===== src/hw/rtl/i2cm_pkg.sv =====
// ----------------------------------------------------------------------------
// i2cm_pkg
// Shared types and constants for the I2C master bit engine.
// ----------------------------------------------------------------------------
package i2cm_pkg;

  localparam int unsigned FuncW   = 3;
  localparam int unsigned ByteW   = 8;
  localparam int unsigned PhaseW  = 5;
  localparam int unsigned LimitW  = 16;
  localparam int unsigned InDataW = 16;
  localparam int unsigned OutDataW = 16;

  localparam logic [LimitW-1:0] LimitReset = 16'd40000;
  localparam logic [LimitW-1:0] CountMax   = 16'hFFFF;

  // Phase landmarks of the write and read sequences
  localparam logic [PhaseW-1:0] PhWrAck   = 5'd16;
  localparam logic [PhaseW-1:0] PhRdStr   = 5'd1;
  localparam logic [PhaseW-1:0] PhRdLast  = 5'd17;
  localparam logic [PhaseW-1:0] PhRdAck   = 5'd18;
  localparam logic [PhaseW-1:0] PhLast    = 5'd19;

  typedef enum logic [FuncW-1:0] {
    CMD_IDLE  = 3'd0,
    CMD_START = 3'd1,
    CMD_WRITE = 3'd2,
    CMD_RDACK = 3'd3,
    CMD_RDNAK = 3'd4,
    CMD_STOP  = 3'd5
  } cmd_t;

  // One input item as held in the input register
  typedef struct packed {
    logic [FuncW-1:0] func;
    logic [ByteW-1:0] wr_byte;
    logic             scl_in;
    logic             sda_in;
  } item_t;

  // One result item from the engine
  typedef struct packed {
    logic             timed_out;
    logic             ack_fail;
    logic [ByteW-1:0] rd_byte;
    logic             done_res;
    logic             busy_res;
    logic             sda_release;
    logic             scl_release;
  } result_t;

endpackage


===== src/hw/rtl/i2cm_apb.sv =====
// ----------------------------------------------------------------------------
// i2cm_apb
// APB register slave holding the clock-stretch limit.
// ----------------------------------------------------------------------------
module i2cm_apb (
  input  logic                      clk,
  input  logic                      rst,
  input  logic                      psel,
  input  logic                      penable,
  input  logic                      pwrite,
  input  logic [2:0]                paddr,
  input  logic [31:0]               pwdata,
  output logic [31:0]               prdata,
  output logic                      pready,
  output logic [i2cm_pkg::LimitW-1:0] stretch_limit
);
  import i2cm_pkg::*;

  logic wr_en;

  assign pready = 1'b1;
  assign wr_en  = psel && penable && pwrite && !paddr[2];

  always_ff @(posedge clk) begin
    if (rst) begin
      stretch_limit <= LimitReset;
    end else if (wr_en) begin
      stretch_limit <= pwdata[LimitW-1:0];
    end
  end

  assign prdata = paddr[2] ? 32'd0 : {{(32-LimitW){1'b0}}, stretch_limit};

endmodule


===== src/hw/rtl/i2cm_engine.sv =====
// ----------------------------------------------------------------------------
// i2cm_engine
// Bus sequencer state and the per-tick step logic: one item in, one result out.
// ----------------------------------------------------------------------------
module i2cm_engine (
  input  logic                        clk,
  input  logic                        rst,
  input  logic                        step,
  input  i2cm_pkg::item_t             item,
  input  logic [i2cm_pkg::LimitW-1:0] stretch_limit,
  output i2cm_pkg::result_t           result
);
  import i2cm_pkg::*;

  cmd_t              cmd, cmd_next;
  logic [PhaseW-1:0] phase, phase_next;
  logic [ByteW-1:0]  shift, shift_next;
  logic [ByteW-1:0]  rcv, rcv_next;
  logic [LimitW-1:0] scount, scount_next;
  logic              scl_r, scl_r_next;
  logic              sda_r, sda_r_next;
  logic              ackerr, ackerr_next;
  logic              tmo, tmo_next;
  logic              done;

  always_comb begin
    logic              start;
    logic              hold;
    logic              nack;
    logic [LimitW-1:0] lim;
    logic [ByteW-1:0]  shifted;

    start   = (cmd == CMD_IDLE) && (item.func >= CMD_START) && (item.func <= CMD_STOP);
    cmd_next    = start ? cmd_t'(item.func) : cmd;
    phase_next  = start ? '0 : phase;
    shift_next  = shift;
    scount_next = scount;
    ackerr_next = ackerr;
    tmo_next    = tmo;
    rcv_next    = rcv;
    scl_r_next  = scl_r;
    sda_r_next  = sda_r;
    done    = 1'b0;
    hold    = 1'b0;
    nack    = (cmd_next == CMD_RDNAK);
    lim     = (stretch_limit == '0) ? {{(LimitW-1){1'b0}}, 1'b1} : stretch_limit;
    shifted = {shift[ByteW-2:0], item.sda_in};

    if (start && cmd_next == CMD_WRITE) begin
      shift_next  = item.wr_byte;
      ackerr_next = 1'b0;
    end else if (start && (cmd_next == CMD_RDACK || cmd_next == CMD_RDNAK)) begin
      shift_next  = '0;
      scount_next = '0;
      tmo_next    = 1'b0;
    end

    unique case (cmd_next)
      CMD_START: begin
        if (phase_next == 5'd0) begin
          scl_r_next = 1'b1; sda_r_next = 1'b1;
        end else if (phase_next == 5'd1) begin
          scl_r_next = 1'b1; sda_r_next = 1'b0;
        end else begin
          scl_r_next = 1'b0; sda_r_next = 1'b0; done = 1'b1;
        end
      end
      CMD_STOP: begin
        scl_r_next = 1'b1;
        if (phase_next == 5'd0) begin
          sda_r_next = 1'b0;
        end else begin
          sda_r_next = 1'b1; done = 1'b1;
        end
      end
      CMD_WRITE: begin
        if (phase_next < PhWrAck) begin
          scl_r_next = !phase_next[0];
          sda_r_next = shift_next[ByteW-1];
          if (phase_next[0]) begin
            shift_next = {shift_next[ByteW-2:0], 1'b0};
          end
        end else if (phase_next == PhWrAck) begin
          scl_r_next = 1'b1; sda_r_next = 1'b1;
        end else begin
          ackerr_next = item.sda_in;
          scl_r_next  = 1'b0; sda_r_next = 1'b1; done = 1'b1;
        end
      end
      CMD_RDACK, CMD_RDNAK: begin
        if (phase_next == 5'd0) begin
          scl_r_next = 1'b1; sda_r_next = 1'b1;
        end else if (phase_next == PhRdStr) begin
          scl_r_next = 1'b1; sda_r_next = 1'b1;
          if (!item.scl_in) begin
            // Count one stretched tick; give up once the limit is reached
            scount_next = (scount_next == CountMax) ? CountMax : scount_next + 1'b1;
            if (scount_next >= lim) begin
              tmo_next = 1'b1;
              done     = 1'b1;
            end else begin
              hold = 1'b1;
            end
          end
        end else if (phase_next <= PhRdLast) begin
          if (!phase_next[0]) begin
            scl_r_next = 1'b1; sda_r_next = 1'b1;
          end else begin
            shift_next = shifted;
            scl_r_next = 1'b0; sda_r_next = 1'b1;
            if (phase_next == PhRdLast) begin
              rcv_next = shifted;
            end
          end
        end else if (phase_next == PhRdAck) begin
          scl_r_next = 1'b1; sda_r_next = nack;
        end else begin
          scl_r_next = 1'b0; sda_r_next = nack; done = 1'b1;
        end
      end
      default: begin
      end
    endcase

    if (done) begin
      cmd_next   = CMD_IDLE;
      phase_next = '0;
    end else if (cmd_next != CMD_IDLE && !hold) begin
      phase_next = phase_next + 1'b1;
    end
  end

  always_ff @(posedge clk) begin
    if (rst) begin
      cmd    <= CMD_IDLE;
      phase  <= '0;
      shift  <= '0;
      rcv    <= '0;
      scount <= '0;
      scl_r  <= 1'b1;
      sda_r  <= 1'b1;
      ackerr <= 1'b0;
      tmo    <= 1'b0;
    end else if (step) begin
      cmd    <= cmd_next;
      phase  <= phase_next;
      shift  <= shift_next;
      rcv    <= rcv_next;
      scount <= scount_next;
      scl_r  <= scl_r_next;
      sda_r  <= sda_r_next;
      ackerr <= ackerr_next;
      tmo    <= tmo_next;
    end
  end

  always_comb begin
    result.scl_release = scl_r_next;
    result.sda_release = sda_r_next;
    result.busy_res    = (cmd_next != CMD_IDLE);
    result.done_res    = done;
    result.rd_byte     = rcv_next;
    result.ack_fail    = ackerr_next;
    result.timed_out   = tmo_next;
  end

  a_idle_phase: assert property (@(posedge clk) disable iff (rst)
    (cmd == CMD_IDLE) |-> (phase == '0))
    else $error("idle engine with nonzero phase");

  a_phase_range: assert property (@(posedge clk) disable iff (rst)
    phase <= PhLast)
    else $error("phase beyond last read phase");

  a_timeout_release: assert property (@(posedge clk) disable iff (rst)
    (step && tmo_next && !tmo) |=> (scl_r && sda_r && cmd == CMD_IDLE))
    else $error("read timeout did not release both lines");

endmodule


===== src/hw/rtl/i2c_master_bit_engine.sv =====
// ----------------------------------------------------------------------------
// i2c_master_bit_engine
// Open-drain I2C master sequencer stepped by half-bit timing ticks.
// ----------------------------------------------------------------------------
//
// Channel   Dir  Handshake         Contents
// s_        in   tvalid/tready     one tick: func, wr_byte, sampled scl/sda
// m_        out  tvalid/tready     one result: line drive and status
// apb       in   psel/penable      stretch_limit at byte address 0
//
// Flow: one item per clock while the result register is free or drained; an
//   item waits in the input register and its result loads into the output register on the engine step.
// The whole step for an item is one pass of the engine logic, between the
//   input register and the result register.
// Reset: synchronous, clears engine state to idle with both lines released;
//   stretch_limit returns to 40000. No clearing pass.
// Stalls: a held result blocks the engine step; the input register still
//   takes a new item while it is empty.
// ----------------------------------------------------------------------------
module i2c_master_bit_engine (
  input  logic        clk,
  input  logic        rst,
  input  logic        s_tvalid,
  output logic        s_tready,
  input  logic [15:0] s_tdata,   // [7:0] wr_byte, [8] scl_in, [9] sda_in, [15:10] zero
  input  logic [2:0]  s_tuser,   // [2:0] func
  output logic        m_tvalid,
  input  logic        m_tready,
  output logic [15:0] m_tdata,   // [0] scl_release, [1] sda_release, [2] busy_res,
                                 // [3] done_res, [11:4] rd_byte, [12] ack_fail,
                                 // [13] timed_out, [15:14] zero
  input  logic        psel,
  input  logic        penable,
  input  logic        pwrite,
  input  logic [2:0]  paddr,
  input  logic [31:0] pwdata,
  output logic [31:0] prdata,
  output logic        pready
);
  import i2cm_pkg::*;

  logic              in_v;
  item_t             in_item;
  logic              adv;
  logic              step;
  result_t           res;
  result_t           out_res;
  logic [LimitW-1:0] stretch_limit;

  // Advance the engine whenever the result register is free or being drained
  assign adv      = !m_tvalid || m_tready;
  assign step     = in_v && adv;
  assign s_tready = !in_v || adv;

  // Input register: hold the tick until the engine can step on it
  always_ff @(posedge clk) begin
    if (rst) begin
      in_v <= 1'b0;
    end else if (s_tready) begin
      in_v <= s_tvalid;
    end
  end

  always_ff @(posedge clk) begin
    if (s_tready && s_tvalid) begin
      in_item.func    <= s_tuser;
      in_item.wr_byte <= s_tdata[7:0];
      in_item.scl_in  <= s_tdata[8];
      in_item.sda_in  <= s_tdata[9];
    end
  end

  i2cm_apb u_apb (
    .clk           (clk),
    .rst           (rst),
    .psel          (psel),
    .penable       (penable),
    .pwrite        (pwrite),
    .paddr         (paddr),
    .pwdata        (pwdata),
    .prdata        (prdata),
    .pready        (pready),
    .stretch_limit (stretch_limit)
  );

  i2cm_engine u_engine (
    .clk           (clk),
    .rst           (rst),
    .step          (step),
    .item          (in_item),
    .stretch_limit (stretch_limit),
    .result        (res)
  );

  // Result register: load on each step, drop valid once taken
  always_ff @(posedge clk) begin
    if (rst) begin
      m_tvalid <= 1'b0;
    end else if (adv) begin
      m_tvalid <= in_v;
    end
  end

  always_ff @(posedge clk) begin
    if (step) begin
      out_res <= res;
    end
  end

  assign m_tdata = {2'b00, out_res.timed_out, out_res.ack_fail, out_res.rd_byte,
                    out_res.done_res, out_res.busy_res, out_res.sda_release,
                    out_res.scl_release};

  a_done_not_busy: assert property (@(posedge clk) disable iff (rst)
    (m_tvalid && m_tdata[3]) |-> !m_tdata[2])
    else $error("result marks done while still busy");

  a_empty_ready: assert property (@(posedge clk) disable iff (rst)
    !m_tvalid |-> s_tready)
    else $error("input blocked with empty result register");

  a_stalled_hold: assert property (@(posedge clk) disable iff (rst)
    (in_v && !adv) |=> in_v)
    else $error("pending tick dropped during output stall");

endmodule

===== config.mk =====
export PLATFORM = sky130hd
export DESIGN_NAME = i2c_master_bit_engine
export DESIGN_NICKNAME = d
export VERILOG_FILES = /design/src/hw/rtl/i2cm_pkg.sv /design/src/hw/rtl/i2cm_apb.sv /design/src/hw/rtl/i2cm_engine.sv /design/src/hw/rtl/i2c_master_bit_engine.sv
export SDC_FILE = /design/constraint.sdc
export NUM_CORES = 1
export LEC_CHECK = 0
export ABC_CLOCK_PERIOD_IN_PS = 5100
export BUFFER_PORTS_ARGS = -buffer_cell sky130_fd_sc_hd__clkbuf_2
export CAP_MARGIN = 0
export CORE_MARGIN = 4
export CORE_UTILIZATION = 50
export DETAILED_ROUTE_END_ITERATION = 10
export PLACE_DENSITY = 0.77
export SYNTH_ARGS = -nofsm -noshare
export SYNTH_HDL_FRONTEND = slang
export SYNTH_HIERARCHICAL = 1
export SYNTH_SLANG_ARGS = --single-unit
export TNS_END_PERCENT = 100

===== constraint.sdc =====
create_clock -name clk -period 5.1 [get_ports clk]
set_input_delay 0.765 -clock clk [delete_from_list [all_inputs] [get_ports clk]]
set_output_delay 0.765 -clock clk [all_outputs]
set_load 0.01 [all_outputs]

== Word-level counts from Yosys, hierarchy flattened ==
Index checks and enable logic that the tools add are counted.
Widths: inputs -> output; s select.

* Output and inout port bits: 51
* Input port bits: 61
* Memory bits (read-only): 0
* Register bits after elaboration: 89
* Latch bits: 0
* RAM bits: 0
* Logic and storage cells: 137
* Memories: 0

* $add $sub $neg: 2
* Muxes and demuxes: 73
* Multiply operators: 0
* Bitwise operators: 0
* Magnitude comparators: 5
* Reductions and logical operators: 24
* Eq/ne operators: 10
* Shifts and indexed selects: 0
* Divide/modulo/power cells: 0

{| class="wikitable"
|+ Operators with widths
! operator !! number
|-
| $mux 16 || 9
|-
| $mux 8 || 14
|-
| $mux 1 || 41
|-
| $add 16x1->16 const B || 1
|-
| $eq 16x16->1 const B || 1
|-
| $ge 16x16->1 || 1
|-
| $logic_not 16->1 || 1
|-
| $pmux 8 s2 || 1
|-
| $eq 5x5->1 const B || 3
|-
| $mux 5 || 3
|-
| $pmux 1 s4 || 3
|-
| $logic_and 1x1->1 || 10
|-
| $eq 3x2->1 const B || 2
|-
| $eq 3x3->1 const B || 2
|-
| $mux 3 || 2
|-
| $reduce_bool 3->1 || 2
|-
| $add 5x1->5 const B || 1
|-
| $eq 5x1->1 const B || 1
|-
| $le 5x5->1 const B || 1
|-
| $logic_not 1->1 || 5
|-
| $logic_not 5->1 || 1
|-
| $lt 5x5->1 const B || 1
|-
| $eq 3x1->1 const B || 1
|-
| $ge 3x1->1 const B || 1
|-
| other kinds (4) || 6
|}

== Logic depth before layout (Yosys ltp) ==
* Word-level depth: 21
* Gate-level depth with buffers: 22
* Mapped depth without buffers: 19

== Cells and area by module ==
The synthesis kept the hierarchy.

{| class="wikitable"
|+ By module, submodules not included
! module !! cells each !! area each (um2) !! instances !! seq. area each (um2)
|-
| i2cm_engine || 511 || 3,629.7 || 1 || 880.8
|-
| i2cm_apb || 106 || 962.2 || 1 || 320.3
|-
| i2c_master_bit_engine || 40 || 933.4 || 1 || 850.8
|}

== Worst setup path after synthesis ==
No wires, ideal clock.

* Kind: register to register
* From: reg in_item[11] in the netlist's numbering
* To: reg u_engine.phase[4]
* Path buffers: 4
* Period minus slack after synthesis: 5,109 ps
* Cell stages (with the launch flop): 23
* Library setup time: 74 ps
* Slack: -9 ps
* Data required time: 5,026 ps
* Arrival: 5,034 ps
* Cells stage by stage: edfxtp_1 -> buf_6 -> and3b_4 -> o21ai_0 -> clkbuf_1 -> buf_1 -> nand2_1 -> inv_1 -> ha_1 -> nand2_1 -> nor2_1 -> nand3_1 -> or3_1 -> clkbuf_1 -> o21ai_0 -> ha_1 -> a211oi_1 -> o21ai_0 -> a211oi_1 -> o31ai_1 -> a211o_1 -> or4_1 -> a31oi_1

* Elaborated cells on any way between the ends: 50
* Those cells by class: add/sub (2); order compare (5); eq/ne (9); mux (24); reduce/logical (10)

{| class="wikitable"
|+ RTL lines
! item !! RTL line !! RTL
|-
| from (decl) || i2c_master_bit_engine.sv:43 || <nowiki>item_t in_item;</nowiki>
|-
| $ge 3x1->1 || i2cm_engine.sv:33 || <nowiki>start = (cmd == CMD_IDLE) && (item.func >= CMD_START) && (item.func <= CMD_STOP);</nowiki>
|-
| $logic_and 1x1->1 (2 in a row) || i2cm_engine.sv:33 ||
|-
| $mux 3 || i2cm_engine.sv:34 || <nowiki>cmd_next = start ? cmd_t'(item.func) : cmd;</nowiki>
|-
| $eq 3x2->1 / $eq 3x3->1 (equally long branches) || i2cm_engine.sv:52, i2cm_engine.sv:58 ||
|-
| $logic_or 1x1->1 || i2cm_engine.sv:52 || <nowiki>end else if (start && (cmd_next == CMD_RDACK || cmd_next == CMD_RDNAK)) begin</nowiki>
|-
| $logic_and 1x1->1 || i2cm_engine.sv:52 ||
|-
| $mux 16 || i2cm_engine.sv:52 ||
|-
| $mux 16 || i2cm_engine.sv:49 || <nowiki>if (start && cmd_next == CMD_WRITE) begin</nowiki>
|-
| (+2 left out) || -- ||
|-
| $ge 16x16->1 || i2cm_engine.sv:98 || <nowiki>if (scount_next >= lim) begin</nowiki>
|-
| $mux 1 || i2cm_engine.sv:98 ||
|-
| $mux 1 || i2cm_engine.sv:95 || <nowiki>if (!item.scl_in) begin</nowiki>
|-
| $mux 1 || i2cm_engine.sv:93 || <nowiki>end else if (phase_next == PhRdStr) begin</nowiki>
|-
| $mux 1 || i2cm_engine.sv:91 || <nowiki>if (phase_next == 5'd0) begin</nowiki>
|-
| $pmux 1 s4 * || i2cm_engine.sv:58 || <nowiki>unique case (cmd_next)</nowiki>
|-
| via u_engine.done || i2cm_engine.sv:24 || <nowiki>logic done;</nowiki>
|-
| $mux 5 * || i2cm_engine.sv:125 || <nowiki>if (done) begin</nowiki>
|-
| to (signal assigned) || i2cm_engine.sv:146 || <nowiki>phase <= phase_next;</nowiki>
|-
| to (decl) || i2cm_engine.sv:16 || <nowiki>logic [PhaseW-1:0] phase, phase_next;</nowiki>
|}

The timed path passes the listed nets; every way through them passes the cells marked *.
A chain may end at the register's enable or synchronous reset.

==> summary.txt <==
Worst setup path
  – Reg-to-Reg Start: in_item[11]
  – Setup crit end: u_engine/phase[4]
  – Crit path max fanout: 10
  – Reg2reg end: u_engine/phase[4]
  – Startpoint Class: flip-flop
  – CP required: 5.40 ns
  – Setup CP Type: reg2reg
  – Critical Path AT: 5.00 ns
  – Setup slack, reg-to-reg: between 0.3 and 0.4 ns
  – Crit. Startpoint: in_item[11]
  – Worst-case reg-to-reg path depth: 19
  – CP Capture Type: flip-flop

Route
  – Drt first pass iters: 6
  – Routed wire length: 13000 um
  – # DRC: 0
  – DRT iter0 DRCs: 485
  – Vias: around 4900
  – DRT antenna net count: 0
  – Vias/cell: 5.68
  – WL per Instance: 15.2 um

Die
  – Rows: 38
  – Die ar.: 0.0128 sq mm
  – # IOs: about 110
  – Initial Utilization: approximately half
  – Core ar.: 0.0108 sq mm
  – Die Y-Extent: 113 um
  – Die Width: 113 um

Clock network
  – Clock sinks: 89
  – CTS tree: built
  – Worst-path clk slew: 0.09 ns
  – CTS Buffer Depth: 2
  – CTS Root Cell: clkbuf_8
  – Worst skew pair latency: 0.37 ns
  – CTS buffer count: 9
  – Hold_buf cts: 0
  – Depth of the CTS H-tree: 3
  – Cts repair resizes: 0

Power
  – Peak supply drop: 0.000211 V
  – Power per cell area: around 260 mW/mm^2
  – P_leak: 2.45 nW

Layout
  – Layout Nets: 793
  – Layout cells sized above 1: 18.2%
  – Layout fillers: just under 1000
  – Layout area overhead: 10.6%
  – Util after Layout: 56.4%
  – Antenna diode count: 0
  – Most frequent cells in the layout: 72 x nor2_1, 68 x clkbuf_2, 62 x dfxtp_1, 59 x nand2_1, 42 x o21ai_0
  – Commonest non-fill, non-tap cell in the layout: nor2_1

Timing
  – Worst clock skew: ~0.0073 ns
  – Worst-Margin Slew: 1.04 ns
  – FMAX: ~210 MHz
  – Min Tclk post-route: 4.70 ns
  – RSZ-0062 raised after global routing: no
  – Pins over their slew limit: 0
  – Final hold viol count: 0
  – Setup violators final: 0
  – Setup TNS: 0 ns
  – Max_slew headroom: 30.5%
  – Tcrit/Tclk final: 92.2%

Job
  – Max_cap viols: 0

Place
  – GPL Wtd Cong: 0.908
  – Number of port buffers: 68
  – DP Wirelength: 9180 um

Yosys
  – Yosys Warn Count: 6
  – Seq cells post-synth: 89
  – Synth async-reset ratio: 0%
  – Synth unique cells: about 70
  – Main synth FF type: dfxtp_1
  – Syn Std Cell Area: 0.00553 sq mm
  – Register area share after synthesis: 37.1%
  – Syn_area_per_cell: 8.41 sq um
  – Synthesized netlist cell count: 657
  – Post-synth EDFFs: 27

Run status
  – Status: finished, final reports clean

GRT
  – Vias in the first global route: 4633
  – Pin count of the biggest net entering global routing: 54
  – Antenna violations before repair: 0
  – All-Layer GR Usage: between 20% and 30%
  – Global route overflow: 0
  – First-pass GRT wire length: 21900 um

Min path
  – Min-Delay Path Class: reg2reg
## metal layers
layer / vias to the layer above / track usage [%] / wire [um]
met2: 196 / 32.3 / 5900
met1: 2257 / 28.6 / 6010
met5: - / 0 / 0
li1: 2390 / - / -
met4: 0 / 7.53 / 214
met3: 23 / 4.22 / 858
## per-stage QoR
| step | cells | cell area [sq um] | setup slack (ns) | total power, mW | hold WS [ns] |
|---|---|---|---|---|---|
| finish | 856 | 6110 | 0.399 | 1.56 | 0.480 |
| detailed placement | 837 | 5860 | 0.432 | 1.01 | 0.464 |
| global placement | 837 | 5860 | 0.489 | 0.997 | 0.458 |
| global route | 856 | 6110 | 0.0129 | 1.63 | 0.507 |
| floorplan | 673 | 5590 | 0.0576 | 0.957 | 0.440 |
| CTS | 853 | 6090 | 0.364 | 1.57 | 0.476 |
## critical path: stages, from the launching register on
cell      delay (ns)
edfxtp_1        0.52
and3b_4         0.26
o21ai_2         0.24
nand2_1         0.10
inv_1           0.08
ha_1            0.17
nand2_1         0.09
nor2_1          0.25
nand3_1         0.14
or3_1           0.53
buf_4           0.21
o21ai_0         0.11
ha_1            0.28
nand4_1         0.11
nor2_1          0.08
a211oi_1        0.25
o31ai_1         0.15
a211o_1         0.39
or4_1           0.50
a31oi_1         0.18
## worst min path at each step
stage,start,end,slack [ns],depth (start not counted)
2_1_floorplan,u_engine/scount[1],u_engine/scount[1],0.44,2
3_3_place_gp,u_engine/ackerr,u_engine/ackerr,0.46,2
4_1_cts,u_engine/ackerr,u_engine/ackerr,0.48,2
3_5_place_dp,u_engine/ackerr,u_engine/ackerr,0.46,2
6_report,u_engine/scount[1],u_engine/scount[1],0.48,2
5_1_grt,u_engine/rcv[0],u_engine/rcv[0],0.51,2
## final cells by class
type,instances,area [sq um],area share (%)
inverter,28,105,1.72
sequential,89,2050,33.6
clock inverter,2,60.1,0.982
clock buffer,14,174,2.84
tap,140,175,2.87
multi-input combinational,497,3070,50.2
timing repair buffer,86,475,7.78
## what timing repair did
action                                 4_1_cts  5_1_grt
buffers inserted                             0        3
setup endpoints to repair                    0        1
endpoints found under the hold margin        0        0
## power breakdown
part / internal (mW) / switching (mW)
Combinational: 0.0795 / 0.134
Clock: 0.320 / 0.249
Sequential: 0.760 / 0.0216
Total: 1.16 / 0.405
## synthesized netlist by cell type (all sizes together) (3+ instances only)
| cell | number | share of area (%) |
|---|---|---|
| nor2 | 72 | 4.9 |
| dfxtp | 62 | 22 |
| nand2 | 59 | 4.0 |
| o21ai | 45 | 4.1 |
| buf | 37 | 5.0 |
| a21oi | 33 | 3.1 |
| inv | 28 | 1.9 |
| edfxtp | 27 | 15 |
| nand2b | 27 | 3.1 |
| nor3 | 27 | 2.6 |
| clkbuf | 22 | 1.5 |
| ha | 21 | 4.8 |
| mux2i | 18 | 3.3 |
| nand3 | 17 | 1.6 |
| nor2b | 14 | 1.6 |
| o211ai | 14 | 1.9 |
| a211oi | 12 | 1.6 |
| mux2 | 11 | 2.2 |
| a22oi | 8 | 1.1 |
| xor2 | 8 | 1.3 |
| and2 | 7 | 0.86 |
| nand4 | 7 | 0.79 |
| a221oi | 6 | 0.95 |
| a31oi | 6 | 0.68 |
| and2b | 6 | 0.95 |
| or3 | 6 | 0.68 |
| nor3b | 4 | 0.54 |
| o21a | 4 | 0.54 |
| o32ai | 4 | 0.63 |
| and3 | 3 | 0.43 |
| conb | 3 | 0.20 |
| nor4 | 3 | 0.34 |
| o31ai | 3 | 0.41 |
| xnor2 | 3 | 0.48 |
## logic make-up after synthesis
logic type / synth area share (%)
buf+inv: 8.42
compound gates: 18.1
mux: 5.50
simple gates: 24.1
flops: 37.1
fa+ha+maj: 4.76
xor+xnor: 1.74
other cells: 0.204
## sequential cells by signal, summed over array words and instances, names as in the netlist
register	count
u_apb/stretch_limit	16
in_v	1
in_item	13
u_engine/scl_r	1
u_engine/tmo	1
u_engine/scount	16
m_tdata	14
u_engine/rcv	8
u_engine/phase	5
u_engine/sda_r	1
m_tvalid	1
u_engine/cmd	3
u_engine/ackerr	1
u_engine/shift	8
(Power assumes the default switching activity.)
